## src/hw/rtl/vlmr_pkg.sv

```systemverilog
// shared types, constants and helpers of the variable-length message ring
`timescale 1ns / 1ps
`default_nettype none
package vlmr_pkg;

  localparam int BUF_BYTES_DEF    = 4096;
  localparam int HEADER_BYTES_DEF = 24;
  localparam int RING_MIN         = 32;

  localparam int CFG_W  = 13;
  localparam int MODE_W = 2;
  localparam int LEN_W  = 16;
  localparam int CID_W  = 32;
  localparam int BYTE_W = 8;
  localparam int STAT_W = 3;
  localparam int MOD_W  = 17;

  localparam logic [CFG_W-1:0]  RING_RESET = 13'd4096;
  localparam logic [31:0]       RING_MAGIC = 32'hABCD1234;
  localparam logic [BYTE_W-1:0] FLAG_DONE  = 8'h01;

  localparam logic [4:0] HDR_FLAG   = 5'd0;
  localparam logic [4:0] HDR_MAGIC  = 5'd4;
  localparam logic [4:0] HDR_LEN    = 5'd8;
  localparam logic [4:0] HDR_CLIENT = 5'd16;
  localparam int         HDR_USED   = 20;

  localparam logic [MODE_W-1:0] MODE_OPEN  = 2'd0;
  localparam logic [MODE_W-1:0] MODE_WRITE = 2'd1;

  localparam logic [STAT_W-1:0] ST_OK           = 3'd0;
  localparam logic [STAT_W-1:0] ST_TOO_BIG      = 3'd1;
  localparam logic [STAT_W-1:0] ST_FULL         = 3'd2;
  localparam logic [STAT_W-1:0] ST_NO_OPEN      = 3'd3;
  localparam logic [STAT_W-1:0] ST_EMPTY        = 3'd4;
  localparam logic [STAT_W-1:0] ST_NOT_READY    = 3'd5;
  localparam logic [STAT_W-1:0] ST_BAD_RECORD   = 3'd6;
  localparam logic [STAT_W-1:0] ST_ALREADY_OPEN = 3'd7;

  typedef struct packed {
    logic [MODE_W-1:0] mode;
    logic [LEN_W-1:0]  msg_length;
    logic [CID_W-1:0]  client_id;
    logic [BYTE_W-1:0] data_byte;
  } in_item_t;

  typedef struct packed {
    logic [STAT_W-1:0] status;
    logic [BYTE_W-1:0] out_byte;
    logic [CID_W-1:0]  out_client;
    logic [LEN_W-1:0]  out_length;
    logic              has_data;
    logic              last;
  } out_item_t;

  typedef enum logic [4:0] {
    S_CLEAR, S_IDLE, S_NORM_WP, S_NORM_RP, S_NORM_ORS, S_NORM_OBL, S_NORM_FIX,
    S_DISPATCH, S_OPEN_HDR, S_OPEN_UPD, S_WR_DATA, S_WR_FLAG, S_RD_HDR, S_RD_CHECK,
    S_RD_ADDR, S_RD_ISSUE, S_RD_CAPT, S_RD_ZERO, S_RD_POS, S_FINISH
  } state_t;

  typedef enum logic [2:0] {
    MOD_WP, MOD_RP, MOD_ORS, MOD_OBL, MOD_RDADDR, MOD_RDPOS
  } mod_sel_t;

  typedef enum logic [2:0] {
    MEM_NONE, MEM_CLEAR, MEM_HDR, MEM_DATA, MEM_FLAG, MEM_READ, MEM_ZERO
  } mem_op_t;

  typedef enum logic {WALK_WP, WALK_RP} walk_src_t;

  typedef struct packed {
    logic      latch;
    logic      res_init;
    logic      mod_run;
    mod_sel_t  mod_sel;
    logic      mod_store;
    logic      norm_fix;
    logic      walk_init;
    walk_src_t walk_src;
    logic      walk_step;
    logic      hdr_capt;
    mem_op_t   mem_op;
    logic      open_upd;
    logic      wr_upd;
    logic      wr_flag;
    logic      rd_ok;
    logic      rd_fail;
    logic      rd_capt;
    logic      load_out;
  } cmd_t;

  typedef struct packed {
    logic [MODE_W-1:0] mode;
    logic              disp_fail;
    logic              norm_ok;
    logic              mod_done;
    logic              hdr_last;
    logic              hdr_rd_last;
    logic              zero_last;
    logic              clear_last;
    logic              obl_one;
    logic              chk_fail;
    logic              mlen_zero;
    logic              rd_final;
  } stat_t;

  function automatic logic [BYTE_W-1:0] hdr_byte(input logic [4:0] off,
                                                 input logic [LEN_W-1:0] len,
                                                 input logic [CID_W-1:0] cid);
    logic [BYTE_W-1:0] b;
    b = '0;
    if (off == HDR_FLAG) begin
      b = (len == '0) ? FLAG_DONE : '0;
    end else if (off[4:2] == HDR_MAGIC[4:2]) begin
      b = RING_MAGIC[{off[1:0], 3'b000} +: BYTE_W];
    end else if (off == HDR_LEN) begin
      b = len[7:0];
    end else if (off == HDR_LEN + 5'd1) begin
      b = len[15:8];
    end else if (off[4:2] == HDR_CLIENT[4:2]) begin
      b = cid[{off[1:0], 3'b000} +: BYTE_W];
    end
    return b;
  endfunction

endpackage
`default_nettype wire

```

## src/hw/rtl/vlmr_ctrl.sv

```systemverilog
// sequencer of the message ring: handshakes and per-mode step order
`timescale 1ns / 1ps
`default_nettype none
module vlmr_ctrl import vlmr_pkg::*; (
  input  wire logic  clk,
  input  wire logic  rst,
  input  wire logic  in_valid,
  output logic       in_stall,
  output logic       out_valid,
  input  wire logic  out_stall,
  input  wire stat_t stat,
  output cmd_t       cmd
);
  state_t state, state_next;

  always_ff @(posedge clk) begin
    if (rst) begin
      state     <= S_CLEAR;
      out_valid <= 1'b0;
    end else begin
      state <= state_next;
      if (cmd.load_out) begin
        out_valid <= 1'b1;
      end else if (!out_stall) begin
        out_valid <= 1'b0;
      end
    end
  end

  assign in_stall = (state != S_IDLE);

  always_comb begin
    state_next   = state;
    cmd          = '0;
    cmd.mod_sel  = MOD_WP;
    cmd.walk_src = WALK_WP;
    cmd.mem_op   = MEM_NONE;
    unique case (state)
      S_CLEAR: begin
        cmd.mem_op    = MEM_CLEAR;
        cmd.walk_step = 1'b1;
        if (stat.clear_last) state_next = S_IDLE;
      end
      S_IDLE: begin
        if (in_valid) begin
          cmd.latch  = 1'b1;
          state_next = stat.norm_ok ? S_DISPATCH : S_NORM_WP;
        end
      end
      S_NORM_WP, S_NORM_RP, S_NORM_ORS, S_NORM_OBL: begin
        cmd.mod_run = 1'b1;
        unique case (state)
          S_NORM_WP:  cmd.mod_sel = MOD_WP;
          S_NORM_RP:  cmd.mod_sel = MOD_RP;
          S_NORM_ORS: cmd.mod_sel = MOD_ORS;
          default:    cmd.mod_sel = MOD_OBL;
        endcase
        if (stat.mod_done) begin
          cmd.mod_store = 1'b1;
          unique case (state)
            S_NORM_WP:  state_next = S_NORM_RP;
            S_NORM_RP:  state_next = S_NORM_ORS;
            S_NORM_ORS: state_next = S_NORM_OBL;
            default:    state_next = S_NORM_FIX;
          endcase
        end
      end
      S_NORM_FIX: begin
        cmd.norm_fix = 1'b1;
        state_next   = S_DISPATCH;
      end
      S_DISPATCH: begin
        cmd.res_init = 1'b1;
        if (stat.disp_fail) begin
          state_next = S_FINISH;
        end else if (stat.mode == MODE_OPEN) begin
          cmd.walk_init = 1'b1;
          cmd.walk_src  = WALK_WP;
          state_next    = S_OPEN_HDR;
        end else if (stat.mode == MODE_WRITE) begin
          state_next = S_WR_DATA;
        end else begin
          cmd.walk_init = 1'b1;
          cmd.walk_src  = WALK_RP;
          state_next    = S_RD_HDR;
        end
      end
      S_OPEN_HDR: begin
        cmd.mem_op    = MEM_HDR;
        cmd.walk_step = 1'b1;
        if (stat.hdr_last) state_next = S_OPEN_UPD;
      end
      S_OPEN_UPD: begin
        cmd.open_upd = 1'b1;
        state_next   = S_FINISH;
      end
      S_WR_DATA: begin
        cmd.mem_op = MEM_DATA;
        cmd.wr_upd = 1'b1;
        state_next = stat.obl_one ? S_WR_FLAG : S_FINISH;
      end
      S_WR_FLAG: begin
        cmd.mem_op  = MEM_FLAG;
        cmd.wr_flag = 1'b1;
        state_next  = S_FINISH;
      end
      S_RD_HDR: begin
        cmd.mem_op    = MEM_READ;
        cmd.walk_step = 1'b1;
        cmd.hdr_capt  = 1'b1;
        if (stat.hdr_rd_last) state_next = S_RD_CHECK;
      end
      S_RD_CHECK: begin
        if (stat.chk_fail) begin
          cmd.rd_fail = 1'b1;
          state_next  = S_FINISH;
        end else begin
          cmd.rd_ok = 1'b1;
          if (stat.mlen_zero) begin
            cmd.walk_init = 1'b1;
            cmd.walk_src  = WALK_RP;
            state_next    = S_RD_ZERO;
          end else begin
            state_next = S_RD_ADDR;
          end
        end
      end
      S_RD_ADDR: begin
        cmd.mod_run = 1'b1;
        cmd.mod_sel = MOD_RDADDR;
        if (stat.mod_done) begin
          cmd.mod_store = 1'b1;
          state_next    = S_RD_ISSUE;
        end
      end
      S_RD_ISSUE: begin
        cmd.mem_op = MEM_READ;
        state_next = S_RD_CAPT;
      end
      S_RD_CAPT: begin
        cmd.rd_capt = 1'b1;
        if (stat.rd_final) begin
          cmd.walk_init = 1'b1;
          cmd.walk_src  = WALK_RP;
          state_next    = S_RD_ZERO;
        end else begin
          state_next = S_FINISH;
        end
      end
      S_RD_ZERO: begin
        cmd.mem_op    = MEM_ZERO;
        cmd.walk_step = 1'b1;
        if (stat.zero_last) state_next = S_RD_POS;
      end
      S_RD_POS: begin
        cmd.mod_run = 1'b1;
        cmd.mod_sel = MOD_RDPOS;
        if (stat.mod_done) begin
          cmd.mod_store = 1'b1;
          state_next    = S_FINISH;
        end
      end
      S_FINISH: begin
        if (!out_valid || !out_stall) begin
          cmd.load_out = 1'b1;
          state_next   = S_IDLE;
        end
      end
      default: state_next = S_IDLE;
    endcase
  end
endmodule
`default_nettype wire

```

## config.mk

```make
export PLATFORM = sky130hd
export DESIGN_NAME = vlmr_ctrl
export DESIGN_NICKNAME = d
export VERILOG_FILES = /design/src/hw/rtl/vlmr_pkg.sv /design/src/hw/rtl/vlmr_ctrl.sv
export SDC_FILE = /design/constraint.sdc
export NUM_CORES = 1
export LEC_CHECK = 0
export BUFFER_PORTS_ARGS = -buffer_cell sky130_fd_sc_hd__buf_4
export CAP_MARGIN = 30
export CORE_MARGIN = 2
export CORE_UTILIZATION = 30
export DETAILED_ROUTE_END_ITERATION = 6
export SETUP_SLACK_MARGIN = 0.3
export SYNTH_ARGS = -nofsm -noshare
export SYNTH_HDL_FRONTEND = slang
export SYNTH_SLANG_ARGS = --single-unit
```

## constraint.sdc

```tcl
create_clock -name clk -period 3.2 [get_ports clk]
set_input_delay 0.16 -clock clk [delete_from_list [all_inputs] [get_ports clk]]
set_output_delay 0.16 -clock clk [all_outputs]
set_load 0.01 [all_outputs]
```

-- Word-level counts from Yosys, hierarchy flattened
Index checks and enable logic that the tools add are counted.
- bits in registers: 6
- bits in latches: 0
- RAM bits: 0
- memory bits (read-only): 0
- memories kept: 0
- add/subtract/negate cells: 0
- multiply operators: 0
- div/mod/pow operators: 0
- magnitude comparators: 0
- equal/unequal tests: 31
- shift-type cells: 0
- mux-type cells: 47
- bitwise logic cells: 0
- reductions and logical operators: 10
- operators by type and width (kind ; number):
    $pmux 5 s16 ; 1
    $mux 5 ; 13
    $eq 5x4->1 const B ; 8
    $eq 5x3->1 const B ; 4
    $eq 5x5->1 const B ; 4
    $ne 2x2->1 const B ; 9
    $pmux 3 s6 ; 1
    $mux 1 ; 17
    $mux 2 ; 8
    $pmux 5 s3 ; 1
    $pmux 2 s3 ; 2
    $eq 5x2->1 const B ; 2
    $mux 3 ; 3
    $pmux 3 s3 ; 1
    $reduce_and 9->1 ; 1
    $reduce_or 4->1 ; 2
    $eq 5x1->1 const B ; 1
    $logic_not 5->1 ; 1
    $ne 5x1->1 const B ; 1
    $reduce_or 2->1 ; 2
    $eq 2x1->1 const B ; 1
    $logic_not 1->1 ; 2
    $logic_not 2->1 ; 1
    $ne 2x1->1 const B ; 1
    $logic_or 1x1->1 ; 1

-- Logic depth before layout (Yosys ltp)
- depth after elaboration: 5
- mapped depth: 7
- mapped depth without buffers: 5

-- Worst setup path after synthesis
OpenSTA, ideal clock, no wires.
- path type: register -> output
- start point: register state[4]
- end point: output port cmd[13] (netlist bit)
- arrival time: 1.525 ns
- required time: 3.040 ns
- slack: 1.515 ns
- cell stages (with the launch flop): 7
- cell sequence: dfxtp_1 > buf_4 > and2b_1 > nand2_1 > nor3_1 > a22oi_1 > a21bo_1
- RTL lines (element ; line ; source):
    start: declaration ; vlmr_ctrl.sv:14 ; state_t state, state_next;
    start signal: assignment ; vlmr_ctrl.sv:21 ; state <= state_next;
    end: declaration ; vlmr_ctrl.sv:12 ; output cmd_t cmd

==> results.py <==
metrics = {
    "worst_setup_path": {
        "cp.arrival_ps": 2370,
        "crit_family": "flip-flops",
        "critPathKind": "flip-flop to output pin",
        "path_cells": "and2b_1 -> nand2_1 -> nor3_1 -> a22oi_1 -> a21bo_1 -> buf_4",
        "startpoint_type": "flip-flop",
        "cp.buffers_inverters": 1,
        "crit_fanout": 30,
        "required_ps": 3040,
        "timing.rr.end": "state[4]$_SDFFE_PP0P_",
        "timing.rr.start": "state[3]$_SDFFE_PP0P_",
        "rr_worst_depth": 5,
        "reg2reg_slack_ps": 1040,
        "slowest_stage": "dfxtp_1",
        "critPathMaxStageDelay_ps": 900,
        "end_kind": "output pin",
    },
    "synthesis": {
        "synth_common_cells": "nand2_1, a21oi_1, nor2_1",
        "syn_nets": 162,
        "yosys_warnings": 0,
        "synth_top_area_frac": 0.122,
        "synthMostInstantiatedCell": "nand2_1",
        "yosysSeqAreaShare": 0.122,
        "synth.top_cells.by_area": "dfxtp_1, nand2_1, a21oi_1",
        "ys_async_sr_fraction": 0,
        "syn_area_per_cell_um2": 6.82,
        "synth.largest_area_cell": "dfxtp_1",
        "syn-instance-count": 145,
        "synth_ff_type": "dfxtp_1",
        "synth_seq_cells": 6,
        "synth_edf_count": 0,
        "yosysUniqueCellTypes": 51,
        "syn_area_um2": 988,
    },
    "worst_hold_path": {
        "hold_depth": 2,
        "hold_path_end": "out_valid$_SDFFE_PP0P_",
        "worstHoldPathType": "input pin to flip-flop",
        "worstHoldStart": "rst",
    },
    "floorplanning": {
        "io_pins": 41,
        "fp.dieH_um": 61.4,
        "start_util": 0.319,
        "dieArea_mm2": 0.00377,
        "die_x_um": 61.4,
        "fp.coreArea_mm2": 0.00310,
        "num_rows": 20,
    },
    "route": {
        "drc": 0,
        "drtPass1Iterations": 4,
        "routed_wl_um": 2970,
        "viasPerCell": 5.41,
        "wl_per_cell_um": 13.5,
        "ant_nets": 0,
        "drt_iter0_drc": 46,
        "dr_total_vias": 1191,
    },
    "layout": {
        "drive_gt1_frac": 0.330,
        "antenna_cells": 0,
        "final_cells": 220,
        "finalNetCount": 195,
        "area_growth_syn_to_layout_pct": 27.8,
    },
    "global_routing": {
        "grt_pass1_vias": 1038,
        "grt_antenna_before_repair": 0,
        "grt_usage": 0.161,
        "grt_pass1_wl_um": 4600,
        "grt_remaining_overflow": 0,
        "grt_max_degree": 31,
    },
    "sta": {
        "slew_headroom": 0.405,
        "period_minus_slack_ps": 2530,
        "worst_pin_slew_ps": 891,
        "hold_viol": 0,
        "fmax_mhz": 395,
        "clock_skew_ps": 3.10,
        "finalCritPeriodShare": 0.792,
        "drv_slew": 0,
        "fin_setup_tns_ps": 0,
        "setup_viol": 0,
        "grt_setup_unrepaired": "false",
    },
    "cts": {
        "clock_latency_ps": 240,
        "cts_setup_buffers": 0,
        "clkSinkCount": 6,
        "cts.clk_slew.worst_paths_ps": 40,
        "cts_buffers": 3,
        "cts_tree": "built",
        "cts_resized": 0,
        "root_buffer": "clkbuf_4",
        "ctsHoldBuffers": 0,
        "cts_buffer_depth": 2,
        "cts-htree-levels": 1,
    },
    "placed_design": {
        "placedCellCount": 217,
        "gp_congestion": 0.930,
        "numPortBuffers": 40,
        "dp_hpwl_um": 2280,
    },
    "power": {
        "ir_drop_mv": 0.160,
        "leakage_nw": 0.569,
        "powerDensity_mw_per_mm2": 624,
    },
    "status": {
        "status": "finished clean",
    },
    "flow_run": {
        "cap_violations": 0,
    },
}
[logic make-up (layout without fill, tap and decap cells)]
logic type | after synthesis | after routing | share of synthesized area
AO/OA/AOI/OAI | 43 | 43 | 0.301
buffers and inverters | 19 | 50 | 0.130
multiplexers | 1 | 1 | 0.0152
AND/OR/NAND/NOR | 76 | 76 | 0.432
flip-flops | 6 | 6 | 0.122
[registers in the layout, indices dropped and copies added (netlist names)]
| name | flops |
|---|---|
| state | 5 |
| out_valid | 1 |
[cell type report]
cell class	count	area (um2)
Multi-Input combinational cell	120	739
Inverter	7	26.3
Clock buffer	3	22.5
Fill cell	365	1840
Timing Repair Buffer	40	300
Sequential cell	6	120
Tap cell	44	55.1
[per-layer routing]
layer | global-route usage | part of all wire
met1 | 0.229 | 0.44
met2 | 0.249 | 0.46
met3 | 0.0210 | 0.079
met4 | 0.0578 | 0.012
met5 | 0 | 0
[worst reg2reg max path, stage by stage (launching register included)]
cell	delay, ps
dfxtp_1	800
or3b_4	500
a2111oi_4	360
a211oi_1	140
a21oi_1	180
nor3_1	70
[metrics by stage]
| stage | power, mW | hold WS, ps | worst slack [ps] | instance area (um2) | util |
|---|---|---|---|---|---|
| final | 0.789 | 130 | 667 | 1260 | 0.407 |
| after global routing | 0.863 | 124 | 462 | 1260 | 0.407 |
| after CTS | 0.796 | 115 | 660 | 1260 | 0.407 |
| after detailed placement | 0.721 | 377 | 952 | 1240 | 0.400 |
| after global placement | 0.714 | 377 | 983 | 1240 | 0.400 |
| after floorplan | 0.597 | 229 | 1510 | 988 | - |
[power by group]
group | internal, mW | switching, mW | total, mW
Sequential | 0.0944 | 0.109 | 0.204
Combinational | 0.258 | 0.260 | 0.517
Clock | 0.0423 | 0.0255 | 0.0678
[worst max path at each step]
stage / startpoint / endpoint / slack (ps) / cells after the start
2_1_floorplan: state[4]$_SDFFE_PP0P_ / cmd[13] / 1510 / 6
3_3_place_gp: state[0]$_SDFFE_PP0P_ / cmd[13] / 980 / 6
3_5_place_dp: state[0]$_SDFFE_PP0P_ / cmd[13] / 950 / 6
4_1_cts: state[0]$_SDFFE_PP0P_ / cmd[13] / 660 / 6
5_1_grt: state[0]$_SDFFE_PP0P_ / cmd[13] / 460 / 6
6_report: state[0]$_SDFFE_PP0P_ / cmd[13] / 670 / 6
[cells in the final DEF (no fill, tap or decap), drive strengths merged, types with 4 or more instances in the layout]
| cell | n |
|---|---|
| buf | 40 |
| nand2 | 19 |
| nor2 | 15 |
| a21oi | 14 |
| o21ai | 8 |
| inv | 7 |
| nor3 | 6 |
| a211oi | 6 |
| dfxtp | 6 |
| nor2b | 5 |
| nor4 | 4 |
Note: power is estimated with default switching activity, not from simulation.
