**config.mk**
```make
export PLATFORM = sky130hd
export DESIGN_NAME = vlmr_dp
export DESIGN_NICKNAME = d
export VERILOG_FILES = /design/src/hw/rtl/vlmr_pkg.sv /design/src/hw/rtl/vlmr_dp.sv
export SDC_FILE = /design/constraint.sdc
export NUM_CORES = 1
export LEC_CHECK = 0
export ABC_AREA = 1
export BUFFER_PORTS_ARGS = -buffer_cell sky130_fd_sc_hd__buf_2
export CAP_MARGIN = 10
export CORE_UTILIZATION = 43
export DETAILED_ROUTE_END_ITERATION = 7
export PLACE_DENSITY = 0.67
export SYNTH_ARGS = -nofsm -noshare
export SYNTH_HDL_FRONTEND = slang
export SYNTH_SLANG_ARGS = --single-unit
```
**constraint.sdc**
```tcl
create_clock -name clk -period 4.8 [get_ports clk]
set_clock_uncertainty 0.05 [all_clocks]
set_input_delay 0.24 -clock clk [delete_from_list [all_inputs] [get_ports clk]]
set_output_delay 0.24 -clock clk [all_outputs]
set_load 0.01 [all_outputs]
```
**src/hw/rtl/vlmr_pkg.sv**
```systemverilog
// shared types, constants and helpers of the variable-length message ring
`timescale 1ns / 1ps
`default_nettype none
package vlmr_pkg;

  localparam int BUF_BYTES_DEF    = 4096;
  localparam int HEADER_BYTES_DEF = 24;
  localparam int RING_MIN         = 32;

  localparam int CFG_W  = 13;
  localparam int MODE_W = 2;
  localparam int LEN_W  = 16;
  localparam int CID_W  = 32;
  localparam int BYTE_W = 8;
  localparam int STAT_W = 3;
  localparam int MOD_W  = 17;

  localparam logic [CFG_W-1:0]  RING_RESET = 13'd4096;
  localparam logic [31:0]       RING_MAGIC = 32'hABCD1234;
  localparam logic [BYTE_W-1:0] FLAG_DONE  = 8'h01;

  localparam logic [4:0] HDR_FLAG   = 5'd0;
  localparam logic [4:0] HDR_MAGIC  = 5'd4;
  localparam logic [4:0] HDR_LEN    = 5'd8;
  localparam logic [4:0] HDR_CLIENT = 5'd16;
  localparam int         HDR_USED   = 20;

  localparam logic [MODE_W-1:0] MODE_OPEN  = 2'd0;
  localparam logic [MODE_W-1:0] MODE_WRITE = 2'd1;

  localparam logic [STAT_W-1:0] ST_OK           = 3'd0;
  localparam logic [STAT_W-1:0] ST_TOO_BIG      = 3'd1;
  localparam logic [STAT_W-1:0] ST_FULL         = 3'd2;
  localparam logic [STAT_W-1:0] ST_NO_OPEN      = 3'd3;
  localparam logic [STAT_W-1:0] ST_EMPTY        = 3'd4;
  localparam logic [STAT_W-1:0] ST_NOT_READY    = 3'd5;
  localparam logic [STAT_W-1:0] ST_BAD_RECORD   = 3'd6;
  localparam logic [STAT_W-1:0] ST_ALREADY_OPEN = 3'd7;

  typedef struct packed {
    logic [MODE_W-1:0] mode;
    logic [LEN_W-1:0]  msg_length;
    logic [CID_W-1:0]  client_id;
    logic [BYTE_W-1:0] data_byte;
  } in_item_t;

  typedef struct packed {
    logic [STAT_W-1:0] status;
    logic [BYTE_W-1:0] out_byte;
    logic [CID_W-1:0]  out_client;
    logic [LEN_W-1:0]  out_length;
    logic              has_data;
    logic              last;
  } out_item_t;

  typedef enum logic [4:0] {
    S_CLEAR, S_IDLE, S_NORM_WP, S_NORM_RP, S_NORM_ORS, S_NORM_OBL, S_NORM_FIX,
    S_DISPATCH, S_OPEN_HDR, S_OPEN_UPD, S_WR_DATA, S_WR_FLAG, S_RD_HDR, S_RD_CHECK,
    S_RD_ADDR, S_RD_ISSUE, S_RD_CAPT, S_RD_ZERO, S_RD_POS, S_FINISH
  } state_t;

  typedef enum logic [2:0] {
    MOD_WP, MOD_RP, MOD_ORS, MOD_OBL, MOD_RDADDR, MOD_RDPOS
  } mod_sel_t;

  typedef enum logic [2:0] {
    MEM_NONE, MEM_CLEAR, MEM_HDR, MEM_DATA, MEM_FLAG, MEM_READ, MEM_ZERO
  } mem_op_t;

  typedef enum logic {WALK_WP, WALK_RP} walk_src_t;

  typedef struct packed {
    logic      latch;
    logic      res_init;
    logic      mod_run;
    mod_sel_t  mod_sel;
    logic      mod_store;
    logic      norm_fix;
    logic      walk_init;
    walk_src_t walk_src;
    logic      walk_step;
    logic      hdr_capt;
    mem_op_t   mem_op;
    logic      open_upd;
    logic      wr_upd;
    logic      wr_flag;
    logic      rd_ok;
    logic      rd_fail;
    logic      rd_capt;
    logic      load_out;
  } cmd_t;

  typedef struct packed {
    logic [MODE_W-1:0] mode;
    logic              disp_fail;
    logic              norm_ok;
    logic              mod_done;
    logic              hdr_last;
    logic              hdr_rd_last;
    logic              zero_last;
    logic              clear_last;
    logic              obl_one;
    logic              chk_fail;
    logic              mlen_zero;
    logic              rd_final;
  } stat_t;

  function automatic logic [BYTE_W-1:0] hdr_byte(input logic [4:0] off,
                                                 input logic [LEN_W-1:0] len,
                                                 input logic [CID_W-1:0] cid);
    logic [BYTE_W-1:0] b;
    b = '0;
    if (off == HDR_FLAG) begin
      b = (len == '0) ? FLAG_DONE : '0;
    end else if (off[4:2] == HDR_MAGIC[4:2]) begin
      b = RING_MAGIC[{off[1:0], 3'b000} +: BYTE_W];
    end else if (off == HDR_LEN) begin
      b = len[7:0];
    end else if (off == HDR_LEN + 5'd1) begin
      b = len[15:8];
    end else if (off[4:2] == HDR_CLIENT[4:2]) begin
      b = cid[{off[1:0], 3'b000} +: BYTE_W];
    end
    return b;
  endfunction

endpackage
`default_nettype wire

```
**src/hw/rtl/vlmr_dp.sv**
```systemverilog
// datapath of the message ring: positions, modulo unit, header fields, ram port
`timescale 1ns / 1ps
`default_nettype none
module vlmr_dp import vlmr_pkg::*; #(
  parameter int BUF_BYTES    = BUF_BYTES_DEF,
  parameter int HEADER_BYTES = HEADER_BYTES_DEF
) (
  input  wire logic                         clk,
  input  wire logic                         rst,
  input  wire logic                         cfg_we,
  input  wire logic [CFG_W-1:0]             cfg_data,
  input  wire in_item_t                     in_item,
  input  wire cmd_t                         cmd,
  output stat_t                             stat,
  output out_item_t                         out_item,
  output logic                              mem_we,
  output logic      [$clog2(BUF_BYTES)-1:0] mem_addr,
  output logic      [BYTE_W-1:0]            mem_wdata,
  input  wire logic [BYTE_W-1:0]            mem_rdata
);
  localparam int AW  = $clog2(BUF_BYTES);
  localparam int SW  = AW + 1;
  localparam int HR  = (HEADER_BYTES < HDR_USED) ? HEADER_BYTES : HDR_USED;
  localparam int MSW = $clog2(MOD_W + 2);

  logic [CFG_W-1:0]  ring_bytes;
  logic [SW-1:0]     rb;
  logic [AW-1:0]     wp_raw, rp_raw, ors_raw;
  logic [AW-1:0]     wpn, rpn, orsn, oblm, dptr, ad;
  logic [LEN_W-1:0]  obl, rbd;
  logic              open_active, norm_ok;
  logic [SW-1:0]     used;
  logic [MOD_W-1:0]  cnt;
  in_item_t          item;

  logic [BYTE_W-1:0] flag;
  logic [31:0]       magic;
  logic [LEN_W-1:0]  mlen;
  logic [CID_W-1:0]  mcl;

  logic [STAT_W-1:0] st;
  logic [BYTE_W-1:0] ob;
  logic [CID_W-1:0]  oc;
  logic [LEN_W-1:0]  ol;
  logic              hd, ls;

  logic [MOD_W-1:0]  mval, mod_in;
  logic [SW-1:0]     mrem;
  logic [MSW-1:0]    mstep;
  logic [SW:0]       trial, trial_red;
  logic              mod_done;
  logic [AW-1:0]     mod_res;

  logic [MOD_W-1:0]  open_total, rd_total;
  logic [MOD_W:0]    w_sum, w_red;
  logic [SW:0]       h_sum, h_red, f_sum, f_red;
  logic [SW-1:0]     ad_inc, dp_inc;
  logic [AW-1:0]     ad_next, dp_next;
  logic [4:0]        coff;
  logic [STAT_W-1:0] disp_st, chk_st;

  always_comb begin
    if (ring_bytes < CFG_W'(RING_MIN)) begin
      rb = SW'(RING_MIN);
    end else if (32'(ring_bytes) > 32'(BUF_BYTES)) begin
      rb = SW'(BUF_BYTES);
    end else begin
      rb = SW'(ring_bytes);
    end
  end

  assign open_total = MOD_W'(HEADER_BYTES) + MOD_W'(item.msg_length);
  assign rd_total   = MOD_W'(HEADER_BYTES) + MOD_W'(mlen);

  always_comb begin
    unique case (cmd.mod_sel)
      MOD_WP:     mod_in = MOD_W'(wp_raw);
      MOD_RP:     mod_in = MOD_W'(rp_raw);
      MOD_ORS:    mod_in = MOD_W'(ors_raw);
      MOD_OBL:    mod_in = MOD_W'(obl);
      MOD_RDADDR: mod_in = MOD_W'(rpn) + MOD_W'(HEADER_BYTES) + MOD_W'(rbd);
      MOD_RDPOS:  mod_in = MOD_W'(rpn) + rd_total;
      default:    mod_in = '0;
    endcase
  end

  assign trial     = {mrem, mval[MOD_W-1]};
  assign trial_red = (trial >= (SW+1)'(rb)) ? trial - (SW+1)'(rb) : trial;
  assign mod_done  = (mstep == MSW'(MOD_W + 1));
  assign mod_res   = mrem[AW-1:0];

  assign w_sum = (MOD_W+1)'(wpn) + (MOD_W+1)'(open_total);
  assign w_red = (w_sum >= (MOD_W+1)'(rb)) ? w_sum - (MOD_W+1)'(rb) : w_sum;
  assign h_sum = (SW+1)'(wpn) + (SW+1)'(HEADER_BYTES);
  assign h_red = (h_sum >= (SW+1)'(rb)) ? h_sum - (SW+1)'(rb) : h_sum;
  assign f_sum = (SW+1)'(wpn) + (SW+1)'(rb) - (SW+1)'(oblm);
  assign f_red = (f_sum >= (SW+1)'(rb)) ? f_sum - (SW+1)'(rb) : f_sum;

  assign ad_inc  = SW'(ad) + SW'(1);
  assign ad_next = (ad_inc == rb) ? '0 : ad_inc[AW-1:0];
  assign dp_inc  = SW'(dptr) + SW'(1);
  assign dp_next = (dp_inc == rb) ? '0 : dp_inc[AW-1:0];
  assign coff    = cnt[4:0] - 5'd1;

  always_comb begin
    disp_st = ST_OK;
    unique case (item.mode)
      MODE_OPEN: begin
        if (open_active) begin
          disp_st = ST_ALREADY_OPEN;
        end else if (open_total > MOD_W'(rb)) begin
          disp_st = ST_TOO_BIG;
        end else if ((MOD_W+1)'(used) + (MOD_W+1)'(open_total) > (MOD_W+1)'(rb)) begin
          disp_st = ST_FULL;
        end
      end
      MODE_WRITE: begin
        if (!open_active) disp_st = ST_NO_OPEN;
      end
      default: begin
        if (used == '0) disp_st = ST_EMPTY;
      end
    endcase
  end

  always_comb begin
    chk_st = ST_OK;
    if (flag != FLAG_DONE) begin
      chk_st = ST_NOT_READY;
    end else if (magic != RING_MAGIC || rd_total > MOD_W'(used) || rbd > mlen ||
                 (mlen != '0 && rbd == mlen)) begin
      chk_st = ST_BAD_RECORD;
    end
  end

  always_comb begin
    stat.mode        = item.mode;
    stat.disp_fail   = (disp_st != ST_OK);
    stat.norm_ok     = norm_ok;
    stat.mod_done    = mod_done;
    stat.hdr_last    = (cnt == MOD_W'(HEADER_BYTES - 1));
    stat.hdr_rd_last = (cnt == MOD_W'(HR));
    stat.zero_last   = (cnt == rd_total - MOD_W'(1));
    stat.clear_last  = (cnt == MOD_W'(BUF_BYTES - 1));
    stat.obl_one     = (obl == LEN_W'(1));
    stat.chk_fail    = (chk_st != ST_OK);
    stat.mlen_zero   = (mlen == '0);
    stat.rd_final    = ((MOD_W'(rbd) + MOD_W'(1)) == MOD_W'(mlen));
  end

  always_comb begin
    mem_we    = 1'b0;
    mem_addr  = ad;
    mem_wdata = '0;
    unique case (cmd.mem_op)
      MEM_CLEAR: begin
        mem_we   = 1'b1;
        mem_addr = cnt[AW-1:0];
      end
      MEM_HDR: begin
        mem_we    = 1'b1;
        mem_wdata = hdr_byte(cnt[4:0], item.msg_length, item.client_id);
      end
      MEM_DATA: begin
        mem_we    = 1'b1;
        mem_addr  = dptr;
        mem_wdata = item.data_byte;
      end
      MEM_FLAG: begin
        mem_we    = 1'b1;
        mem_addr  = orsn;
        mem_wdata = FLAG_DONE;
      end
      MEM_ZERO: mem_we = 1'b1;
      MEM_READ, MEM_NONE: mem_we = 1'b0;
      default: mem_we = 1'b0;
    endcase
  end

  // control state
  always_ff @(posedge clk) begin
    if (rst) begin
      ring_bytes  <= RING_RESET;
      wp_raw      <= '0;
      rp_raw      <= '0;
      ors_raw     <= '0;
      obl         <= '0;
      rbd         <= '0;
      used        <= '0;
      open_active <= 1'b0;
      norm_ok     <= 1'b0;
      cnt         <= '0;
      mstep       <= '0;
    end else begin
      if (cfg_we) begin
        ring_bytes <= cfg_data;
        norm_ok    <= 1'b0;
      end
      if (cmd.norm_fix) norm_ok <= 1'b1;
      if (cmd.mod_run) begin
        mstep <= mod_done ? '0 : mstep + MSW'(1);
      end
      if (cmd.walk_init) begin
        cnt <= '0;
      end else if (cmd.walk_step) begin
        cnt <= cnt + MOD_W'(1);
      end
      if (cmd.open_upd) begin
        ors_raw     <= wpn;
        wp_raw      <= AW'(w_red);
        used        <= used + SW'(open_total);
        obl         <= item.msg_length;
        open_active <= (item.msg_length != '0);
      end
      if (cmd.wr_upd) obl <= obl - LEN_W'(1);
      if (cmd.wr_flag) open_active <= 1'b0;
      if (cmd.rd_capt) rbd <= rbd + LEN_W'(1);
      if (cmd.mod_store && cmd.mod_sel == MOD_RDPOS) begin
        rp_raw <= mod_res;
        used   <= used - SW'(rd_total);
        rbd    <= '0;
      end
    end
  end

  // payload
  always_ff @(posedge clk) begin
    if (cmd.latch) item <= in_item;
    if (cmd.mod_run && !mod_done) begin
      if (mstep == '0) begin
        mval <= mod_in;
        mrem <= '0;
      end else begin
        mval <= mval << 1;
        mrem <= trial_red[SW-1:0];
      end
    end
    if (cmd.mod_store) begin
      unique case (cmd.mod_sel)
        MOD_WP:     wpn  <= mod_res;
        MOD_RP:     rpn  <= mod_res;
        MOD_ORS:    orsn <= mod_res;
        MOD_OBL:    oblm <= mod_res;
        MOD_RDADDR: ad   <= mod_res;
        MOD_RDPOS: begin
          rpn <= mod_res;
          ls  <= 1'b1;
        end
        default: ;
      endcase
    end
    if (cmd.norm_fix) dptr <= AW'(f_red);
    if (cmd.walk_init) begin
      ad <= (cmd.walk_src == WALK_WP) ? wpn : rpn;
    end else if (cmd.walk_step) begin
      ad <= ad_next;
    end
    if (cmd.open_upd) begin
      orsn <= wpn;
      wpn  <= AW'(w_red);
      dptr <= AW'(h_red);
    end
    if (cmd.wr_upd) dptr <= dp_next;
    if (cmd.res_init) begin
      st    <= disp_st;
      ob    <= '0;
      oc    <= '0;
      ol    <= '0;
      hd    <= 1'b0;
      ls    <= 1'b0;
      flag  <= '0;
      magic <= '0;
      mlen  <= '0;
      mcl   <= '0;
    end
    if (cmd.hdr_capt && cnt != '0) begin
      if (coff == HDR_FLAG) begin
        flag <= mem_rdata;
      end else if (coff[4:2] == HDR_MAGIC[4:2]) begin
        magic[{coff[1:0], 3'b000} +: BYTE_W] <= mem_rdata;
      end else if (coff == HDR_LEN) begin
        mlen[7:0] <= mem_rdata;
      end else if (coff == HDR_LEN + 5'd1) begin
        mlen[15:8] <= mem_rdata;
      end else if (coff[4:2] == HDR_CLIENT[4:2]) begin
        mcl[{coff[1:0], 3'b000} +: BYTE_W] <= mem_rdata;
      end
    end
    if (cmd.rd_fail) st <= chk_st;
    if (cmd.rd_ok) begin
      oc <= mcl;
      ol <= mlen;
    end
    if (cmd.rd_capt) begin
      ob <= mem_rdata;
      hd <= 1'b1;
    end
    if (cmd.load_out) begin
      out_item <= '{status: st, out_byte: ob, out_client: oc, out_length: ol,
                    has_data: hd, last: ls};
    end
  end
endmodule
`default_nettype wire

```
==> After elaboration in Yosys (flattened, before gate mapping) <==
Cells that the tools add are included.
{ "totals": {"in_bits": 104, "ff_bits": 488, "word_cells": 234} }
{ "classes": {"addsub": 26, "reduce_logical": 44, "n_mux": 79, "shift": 4, "n_lt_le_gt_ge": 10, "eq_ne": 31} }
{ "op_table": {"columns": ["operator", "count"], "rows": [
  ["2-to-1 mux 32 bit", 13],
  ["2-to-1 mux 12 bit", 19],
  ["2-to-1 mux 16 bit", 8],
  ["2-to-1 mux 8 bit", 13],
  ["case mux 17 bit (6 select lines)", 1],
  ["2-to-1 mux 13 bit", 5],
  ["bitwise mux 32 bit", 2],
  ["case mux 12 bit (3 select lines)", 1],
  ["subtractor 12 bit", 3],
  ["adder 5 x 16 -> 17 bit, first input constant", 2],
  ["== test 17 x 5 -> 1 bit, second input constant", 2],
  ["> comparator 17 x 13 -> 1 bit", 2],
  ["zero test 16 bit", 2],
  ["inequality test 32 bit, second input constant", 1],
  ["nonzero test 16 bit", 2],
  ["variable shift 8 x 7 -> 32 bit, first input constant", 1],
  ["indexed part select 32 x 6 -> 8 bit", 1],
  ["indexed part select 32 x 6 -> 8 bit, first input constant", 1],
  ["indexed part select 8 x 7 -> 32 bit", 1],
  ["greater-or-equal comparator 14 x 13 -> 1 bit", 2],
  ["adder 12 x 1 -> 13 bit, second input constant", 2],
  ["adder 12 x 5 -> 13 bit, second input constant", 2],
  ["== test 13 bit", 2],
  ["subtractor 13 bit", 2],
  ["other kinds (53)", 104]
]} }

==> Logic depth before layout (Yosys ltp) <==
Gate-level depths: netlist of run 1.
{ "depth": {"ltp_word": 10, "mapped_depth": 31, "depth_no_buf": 31} }

==> Worst setup path before layout of run 1 <==
OpenSTA, ideal clock, no wires.
{ "synth_timing": {"kind": "reg-to-reg", "from": "register ring_bytes[5]", "to": "register dptr[7] (data pin)", "required_ns": 4.497, "stages_incl_launch_ff": 30, "path_slack_ns": 0.312, "t_arrival_ns": 4.185, "period_less_slack_ns": 4.488, "path_buffers": 2, "cell_sequence": "dfxtp_1 -> nor2_1 -> nand2_1 -> nor3_2 -> nand3_1 -> nand2_2 -> buf_6 -> nand3_2 -> fa_1 -> inv_1 -> ha_1 -> a21oi_1 -> nand2_1 -> a21oi_1 -> inv_1 -> nand2_1 -> nand2_1 -> nand2_1 -> nand2_1 -> xor2_1 -> inv_1 -> ha_1 -> a21o_1 -> a21oi_1 -> nand4_2 -> buf_2 -> o211ai_1 -> nand2_1 -> nand2_1 -> nand2_1"} }
{ "synth_between": {"elab_chain_cells": 10, "elab_cells_between_ends": 17} }
{ "synth_lines": {"columns": ["item", "line_no", "rtl"], "rows": [
  ["from (decl)", "vlmr_dp.sv:26", "logic [CFG_W-1:0] ring_bytes;"],
  ["from (signal assigned)", "vlmr_dp.sv:196", "ring_bytes <= cfg_data;"],
  ["> comparator 13 bit", "vlmr_dp.sv:65", "end else if (32'(ring_bytes) > 32'(BUF_BYTES)) begin"],
  ["2-to-1 mux 13 bit", "vlmr_dp.sv:65", null],
  ["2-to-1 mux 13 bit (*)", "vlmr_dp.sv:63", "if (ring_bytes < CFG_W'(RING_MIN)) begin"],
  ["adder 12 x 13 -> 14 bit", "vlmr_dp.sv:96", "assign f_sum = (SW+1)'(wpn) + (SW+1)'(rb) - (SW+1)'(oblm);"],
  ["subtractor 14 x 12 -> 14 bit", "vlmr_dp.sv:96", null],
  ["subtractor 12 bit / greater-or-equal comparator 14 x 13 -> 1 bit (equally long branches)", "vlmr_dp.sv:97", "assign f_red = (f_sum >= (SW+1)'(rb)) ? f_sum - (SW+1)'(rb) : f_sum;"],
  ["2-to-1 mux 12 bit", "vlmr_dp.sv:97", null],
  ["2-to-1 mux 12 bit", "vlmr_dp.sv:252", "if (cmd.norm_fix) dptr <= AW'(f_red);"],
  ["2-to-1 mux 12 bit", "vlmr_dp.sv:258", "if (cmd.open_upd) begin"],
  ["2-to-1 mux 12 bit (*)", "vlmr_dp.sv:263", "if (cmd.wr_upd) dptr <= dp_next;"],
  ["to (signal assigned)", "vlmr_dp.sv:252", null],
  ["to (signal assigned)", "vlmr_dp.sv:261", "dptr <= AW'(h_red);"],
  ["to (signal assigned)", "vlmr_dp.sv:263", null],
  ["to (decl)", "vlmr_dp.sv:29", "logic [AW-1:0] wpn, rpn, orsn, oblm, dptr, ad;"]
]} }
Mark *: on every way between the ends. The rest lies on a longest branch, timed or not. The select of a mux whose other input is x is not followed.
A chain may end at the register's enable or synchronous reset.

==> Final worst setup path of run 1 <==
{ "layout_timing": {"from": "register ring_bytes[6]", "to": "register dptr[3] (data pin)"} }
Same word-level chain as after synthesis.

==> results of run 1 <==
cell families after synthesis:
kind of cell / Yosys count / synth area share, %
adder cells (fa/ha/maj): 238 / 9.90
AO/OA/AOI/OAI: 774 / 14.0
XOR/XNOR: 164 / 4.65
flip-flops: 488 / 39.7
buffers and inverters: 656 / 8.25
multiplexers: 1 / 0.0316
AND/OR/NAND/NOR: 1675 / 23.5
routing by layer:
metal	vias up	part of all wire (%)
li1	14200	-
met1	13900	44
met2	1398	43
met3	193	9.8
met4	0	3.5
met5	-	0
worst max-delay path, cell delays in order (launching register included):
cell,delay (ns)
dfxtp_2,0.34
nor2_2,0.11
nand2_1,0.08
nor3_2,0.20
nand3_2,0.12
nand2_4,0.14
buf_4,0.16
nand2_2,0.05
nand2_2,0.08
fa_1,0.47
ha_4,0.26
a21oi_4,0.14
o21ai_2,0.08
nand2_1,0.06
nand4_1,0.26
a21oi_2,0.22
nor2_1,0.05
nor2_1,0.12
xnor2_1,0.09
ha_1,0.35
and3_4,0.21
nand2_4,0.09
nand3_4,0.09
nor2_4,0.16
buf_6,0.13
o211ai_1,0.08
nand3_1,0.12
nand2_1,0.07
area by class of cell:
type                            instances  share of cell area, %
Timing Repair Buffer                  375                   6.89
Clock buffer                           71                   4.21
Inverter                              537                   5.42
Tap cell                              959                   3.22
Multi-Input combinational cell       2853                   45.7
Clock inverter                         29                  0.736
Sequential cell                       488                   33.8
Antenna cell                            2                 0.0134
through the flow:
stage	instance area (µm²)	cells	total power, mW	setup TNS [ns]	utilization [%]
after floorplan	31700	3996	10.8	0	-
after global routing	37200	5314	19.4	-0.702	51.0
after CTS	36600	5297	17.4	-0.00674	50.1
after global placement	33800	5103	12.9	-0.0549	46.3
after detailed placement	33800	5103	13.0	-0.128	46.3
final	37200	5314	18.3	0	51.0
what timing repair did:
item / 4_1_cts / 5_1_grt
pin swaps: 1 / 42
hold buffers: 93 / 0
cloned: 0 / 1
hold endpoints to repair: 126 / 0
setup buffers: 1 / 14
setup endpoints to repair: 8 / 28
resized for setup: 5 / 112
state kept, by name, indices dropped and copies added (netlist names), 13 cells and up:
register    count
item           56
magic          32
mlen           16
ring_bytes     13
mcl            32
mval           17
rbd            16
out_item       61
ol             16
obl            16
used           13
mrem           13
cnt            17
oc             32
how the worst max path moves through the flow:
stage | from | endpoint | slack [ns] | depth (start not counted)
after floorplan | ring_bytes[5]$_SDFFE_PP0P_ | dptr[7]$_DFFE_PP_ | 0.31 | 29
after global placement | ring_bytes[5]$_SDFFE_PP0P_ | dptr[7]$_DFFE_PP_ | -0.02 | 27
after detailed placement | ring_bytes[9]$_SDFFE_PP0P_ | dptr[2]$_DFFE_PP_ | -0.04 | 26
after CTS | item[45]$_DFFE_PP_ | stat[10] | -0.007 | 25
after global routing | ring_bytes[6]$_SDFFE_PP0P_ | dptr[3]$_DFFE_PP_ | -0.11 | 27
final | ring_bytes[6]$_SDFFE_PP0P_ | dptr[3]$_DFFE_PP_ | 0.14 | 27
layout by cell type, fill, tap and decap left out, types with 57 or more instances in the layout:
master         count
xor2_1           116
a21oi_1          261
o21ai_0          259
buf_4             81
nor2_1           278
nand2_1          866
edfxtp_1         280
dfxtp_1          206
nand4_1           85
nand3_1          231
dlygate4sd3_1     93
buf_2            198
ha_1             198
clkbuf_16         57
inv_1            493
power groups by stage:
stage | Combinational, mW | Clock, mW | Sequential, mW
after floorplan | 5.52 | 0 | 5.24
after global placement | 7.48 | 0 | 5.45
after detailed placement | 7.50 | 0 | 5.45
after CTS | 7.64 | 4.35 | 5.37
after global routing | 9.44 | 4.51 | 5.41
final | 8.58 | 4.31 | 5.40
==> impl_metrics.env, run 1 <==
export IMPL_hold_slack_ns=0.0463
export IMPL_worst_slack_ns=0.139
export IMPL_grtUsageMet3_pct=4.87
export IMPL_htreeDepth=2
export IMPL_r2r_cells=27
export IMPL_area_growth_pct=17.6
export IMPL_yosysUniqueCellTypes=71
export IMPL_use_met2_pct=42.9
export IMPL_num_vias=29600
export IMPL_drtIter0Drc=3284
export IMPL_routedWlPerCell_um=20.7
export IMPL_ios=199
export IMPL_nets=4650
export IMPL_min_period_over_period_pct=97.1
export IMPL_track_usage_pct=28.6
export IMPL_dp_worst_setup_slack_ns=-0.0360
export IMPL_core_um2=73000
export IMPL_die_h_um=273
export IMPL_fp_dieArea_um2=74800
export IMPL_synth_most_common_cell="nand2_1"
export IMPL_ff_latch_area_um2=12600
export IMPL_place_congestion=1.01
export IMPL_ys_ff_latch=488
export IMPL_syn_num_nets=4338
export IMPL_power_frac_clock_pct=23.6
export IMPL_multiInputGateArea_um2=17000
export IMPL_ys_warn_count=0
export IMPL_numPortBuffers=198
export IMPL_hold_start="cmd[10]"
export IMPL_max_freq_mhz=215
export IMPL_drc=0
export IMPL_status="finished clean"
export IMPL_p_int_mw=10.7
export IMPL_min_path_cells=3
export IMPL_syn_avg_cell_area_um2=7.93
export IMPL_dpl_hpwl_um=83500
export IMPL_reg2reg_to="dptr[3]$_DFFE_PP_"
export IMPL_grt_first_pass_wirelength_um=162000
export IMPL_use_met1_pct=41.4
export IMPL_maxCapViolations=0
export IMPL_seq_area_frac_synth_pct=39.7
export IMPL_cts_tree="done"
export IMPL_endpoint_kind="flop"
export IMPL_holdCritPathClass="input port to flop"
export IMPL_power_frac_comb_pct=46.9
export IMPL_p_sw_share_pct=41.6
export IMPL_layout_drive_gt1_share_pct=13.7
export IMPL_num_rows=99
export IMPL_finalMaxSlewViolations=0
export IMPL_synth_common_cells="nand2_1 (885), inv_1 (506), nor2_1 (284)"
export IMPL_powerDensity_nw_per_um2=491
export IMPL_synth_top_cell_area_share_pct=26.5
export IMPL_async_flop_share_pct=0
export IMPL_hold_viol_final=0
export IMPL_grt_max_degree=62
export IMPL_syn_area_um2=31700
export IMPL_pwr_share_seq_pct=29.5
export IMPL_worstMarginPinSlew_ns=1.28
export IMPL_path_max_fanout=7
export IMPL_clk_pin_slew_ns=0.06
export IMPL_reg2reg_slack_ns=0.14
export IMPL_startpoint_type="flop"
export IMPL_ir_worst_vdd_mv=0.392
export IMPL_p_leak_nw=16.5
export IMPL_synth_top_area_cell="edfxtp_1"
export IMPL_post_route_min_period_ns=4.66
export IMPL_syn_inst=3996
export IMPL_grt_pass1_vias=26500
export IMPL_critical_path_required_ns=5.12
export IMPL_crit_type="flop to flop"
export IMPL_initial_core_util_pct=43.4
export IMPL_grt_ovfl_total=0
export IMPL_fp_dieW_um=273
export IMPL_switching_power_mw=7.60
export IMPL_synth_top_flop_cell="edfxtp_1"
export IMPL_final_setup_viol_count=0
export IMPL_cts_root_buf="clkbuf_16"
export IMPL_clock_latency_ns=0.65
export IMPL_synth_enable_flop_cells=280
export IMPL_max_slew_margin_pct=14.7
export IMPL_top_usage_layer="met2"
export IMPL_synth_area_top_cells="edfxtp_1 (27%), dfxtp_1 (13%), nand2_1 (10%)"
export IMPL_cts_buffer_depth=3
export IMPL_holdPathEnd="mcl[3]$_DFF_P_"
export IMPL_clkSinkCount=488
export IMPL_vias_per_cell=5.57
export IMPL_cts_buffers=53
export IMPL_nFillCells=6858
export IMPL_rsz0062_at_grt="yes"
export IMPL_ant_nets=0
export IMPL_antenna_found_initial=2
export IMPL_critPathArrivalTime_ns=4.98
export IMPL_reg2reg_from="ring_bytes[6]$_SDFFE_PP0P_"
export IMPL_first_pass_iters=6
export IMPL_routed_wl_um=110000
Power figures use the tool's default switching activity.
==> run 2: changes to the inputs <==
--- a/config.mk
+++ b/config.mk
@@ -8,9 +8,9 @@
 export ABC_AREA = 1
 export BUFFER_PORTS_ARGS = -buffer_cell sky130_fd_sc_hd__buf_2
 export CAP_MARGIN = 10
-export CORE_UTILIZATION = 43
+export CORE_UTILIZATION = 55
 export DETAILED_ROUTE_END_ITERATION = 7
-export PLACE_DENSITY = 0.67
+export PLACE_DENSITY = 0.81
 export SYNTH_ARGS = -nofsm -noshare
 export SYNTH_HDL_FRONTEND = slang
 export SYNTH_SLANG_ARGS = --single-unit
==> constraint.sdc (replaced) <==
create_clock -name clk -period 4.8 [get_ports clk]
set_clock_uncertainty 0.05 [all_clocks]
set_input_delay 0.96 -clock clk [delete_from_list [all_inputs] [get_ports clk]]
set_output_delay 0.96 -clock clk [all_outputs]
set_load 0.01 [all_outputs]
==> impl_metrics.env, run 2 (synthesis gave the netlist of run 1 again) <==
export IMPL_status="complete, but fails checks"
export IMPL_violations="negative setup slack"
export IMPL_endpoint_kind="primary output"
export IMPL_cts_buffers=51
export IMPL_mostFrequentLayoutCells="nand2_1 (857), inv_1 (484), edfxtp_1 (280)"
export IMPL_initial_core_util_pct=56.0
export IMPL_htreeDepth=2
export IMPL_fp_dieArea_um2=58600
export IMPL_cts_tree="done"
export IMPL_layout_commonest_cell="nand2_1"
export IMPL_post_route_min_period_ns=5.10
export IMPL_area_growth_pct=15.3
export IMPL_maxCapViolations=0
export IMPL_vias_per_cell=5.92
export IMPL_core_um2=56600
export IMPL_p_leak_nw=16.3
export IMPL_dpl_hpwl_um=83400
export IMPL_path_max_fanout=4
export IMPL_antenna_found_initial=1
export IMPL_cts_root_buf="clkbuf_16"
export IMPL_cp_slowest_stage_delay_ns=0.39
export IMPL_min_period_over_period_pct=106
export IMPL_layout_drive_gt1_share_pct=15.7
export IMPL_reg_top3="out_item: 61 flops, item: 56 flops"
export IMPL_finalMaxSlewViolations=0
export IMPL_startpoint_type="flop"
export IMPL_worstMarginPinSlew_ns=1.31
export IMPL_num_rows=87
export IMPL_routed_wl_um=109000
export IMPL_drtIter0Drc=3973
export IMPL_drc=0
export IMPL_grt_max_degree=60
export IMPL_critical_path_required_ns=3.79
export IMPL_p_sw_share_pct=41.2
export IMPL_p_int_mw=10.8
export IMPL_num_vias=30000
export IMPL_holdCritPathClass="flop to flop"
export IMPL_routedWlPerCell_um=21.5
export IMPL_ios=199
export IMPL_ant_nets=0
export IMPL_fp_dieW_um=242
export IMPL_hold_viol_final=0
export IMPL_grt_pass1_vias=27400
export IMPL_critPathArrivalTime_ns=4.09
export IMPL_dp_cells=4938
export IMPL_rsz0062_at_grt="yes"
export IMPL_grt_ovfl_total=0
export IMPL_clk_pin_slew_ns=0.06
export IMPL_clock_latency_ns=0.63
export IMPL_switching_power_mw=7.55
export IMPL_powerDensity_nw_per_um2=501
export IMPL_crit_type="flop to primary output"
export IMPL_nets=4606
export IMPL_first_pass_iters=7
export IMPL_place_congestion=1.04
export IMPL_pwr_share_seq_pct=29.5
export IMPL_final_cells=5063
export IMPL_numPortBuffers=198
export IMPL_track_usage_pct=36.1
export IMPL_postLayoutCoreUtil_pct=64.5
export IMPL_final_setup_viol_count=1
export IMPL_clkSinkCount=488
export IMPL_critPathBufInv=7
export IMPL_worst_slack_ns=-0.296
export IMPL_max_slew_margin_pct=12.6
export IMPL_cp_top_family="simple AND/OR/NAND/NOR gates"
export IMPL_max_freq_mhz=196
export IMPL_slowest_stage="edfxtp_1"
export IMPL_power_frac_comb_pct=47.8
export IMPL_cts_hold_buf=0
export IMPL_cts_buffer_depth=3
export IMPL_largest_reg_flops=61
export IMPL_top_register="out_item"
export IMPL_power_frac_clock_pct=22.7
export IMPL_die_h_um=242
export IMPL_grt_first_pass_wirelength_um=162000
export IMPL_antenna_cells=0
export IMPL_ir_worst_vdd_mv=0.675
-- run 2: changes by cell type in the layout (fill, tap and decap cells not counted), moves of 7 or more --
cell | before | now
buf_4 | 81 | 127
clkbuf_1 | 5 | 12
dlygate4sd3_1 | 93 | 0
inv_1 | 493 | 484
nand2_1 | 866 | 857
nand2_2 | 38 | 45
-- run 2: per-layer routing --
| metal | GRT usage (%) | vias to the layer above | routed length (µm) |
|---|---|---|---|
| met4 | 16.5 | 0 | 5390 |
| met3 | 8.69 | 285 | 13200 |
| met5 | 0 | - | 0 |
| met1 | 50.3 | 13900 | 44700 |
| li1 | - | 14100 | - |
| met2 | 52.9 | 1739 | 45700 |
-- run 2: power groups by stage --
stage / Combinational (mW) / Clock (mW) / Sequential [mW]
after floorplan: 5.52 / 0 / 5.24
after global placement: 7.61 / 0 / 5.43
after detailed placement: 7.61 / 0 / 5.44
after CTS: 7.76 / 4.17 / 5.36
after global routing: 9.59 / 4.34 / 5.41
final: 8.75 / 4.16 / 5.40
-- run 2: worst paths after layout --
check	from	endpoint	slack [ns]	cells after the start
worst min-delay path	oc[4]$_SDFFCE_PN0P_	out_item[22]$_DFFE_PP_	0.37	0
worst max-delay path	item[43]$_DFFE_PP_	stat[10]	-0.30	26
worst max register to register	ring_bytes[1]$_SDFFE_PP0P_	dptr[7]$_DFFE_PP_	0.14	29
worst min register to register	oc[4]$_SDFFCE_PN0P_	out_item[22]$_DFFE_PP_	0.37	0
-- run 2: area by class of cell --
type,count,area (µm²)
inverter,537,2030
tap,756,946
multi-input combinational,2852,17100
timing repair buffer,334,2070
sequential,488,12600
clock buffer,74,1520
fill,4768,20100
clock inverter,22,251
-- run 2: timing repair --
item / 4_1_cts / 5_1_grt
buffers inserted: 11 / 17
resized for setup: 62 / 102
pin swaps: 23 / 51
gates cloned: 0 / 1
endpoints found under the setup margin: 2 / 22
-- run 2: stage by stage --
stage | setup TNS [ns] | hold WS, ns | total power, mW | instance area, µm² | worst slack [ns]
after floorplan | 0 | 0.350 | 10.8 | 31700 | 0.312
after global placement | 0 | 0.351 | 13.0 | 33800 | 0.168
after detailed placement | 0 | 0.355 | 13.0 | 33800 | 0.104
after CTS | -0.211 | 0.367 | 17.3 | 35900 | -0.211
after global routing | -0.946 | 0.370 | 19.3 | 36500 | -0.445
final | -0.296 | 0.367 | 18.3 | 36500 | -0.296
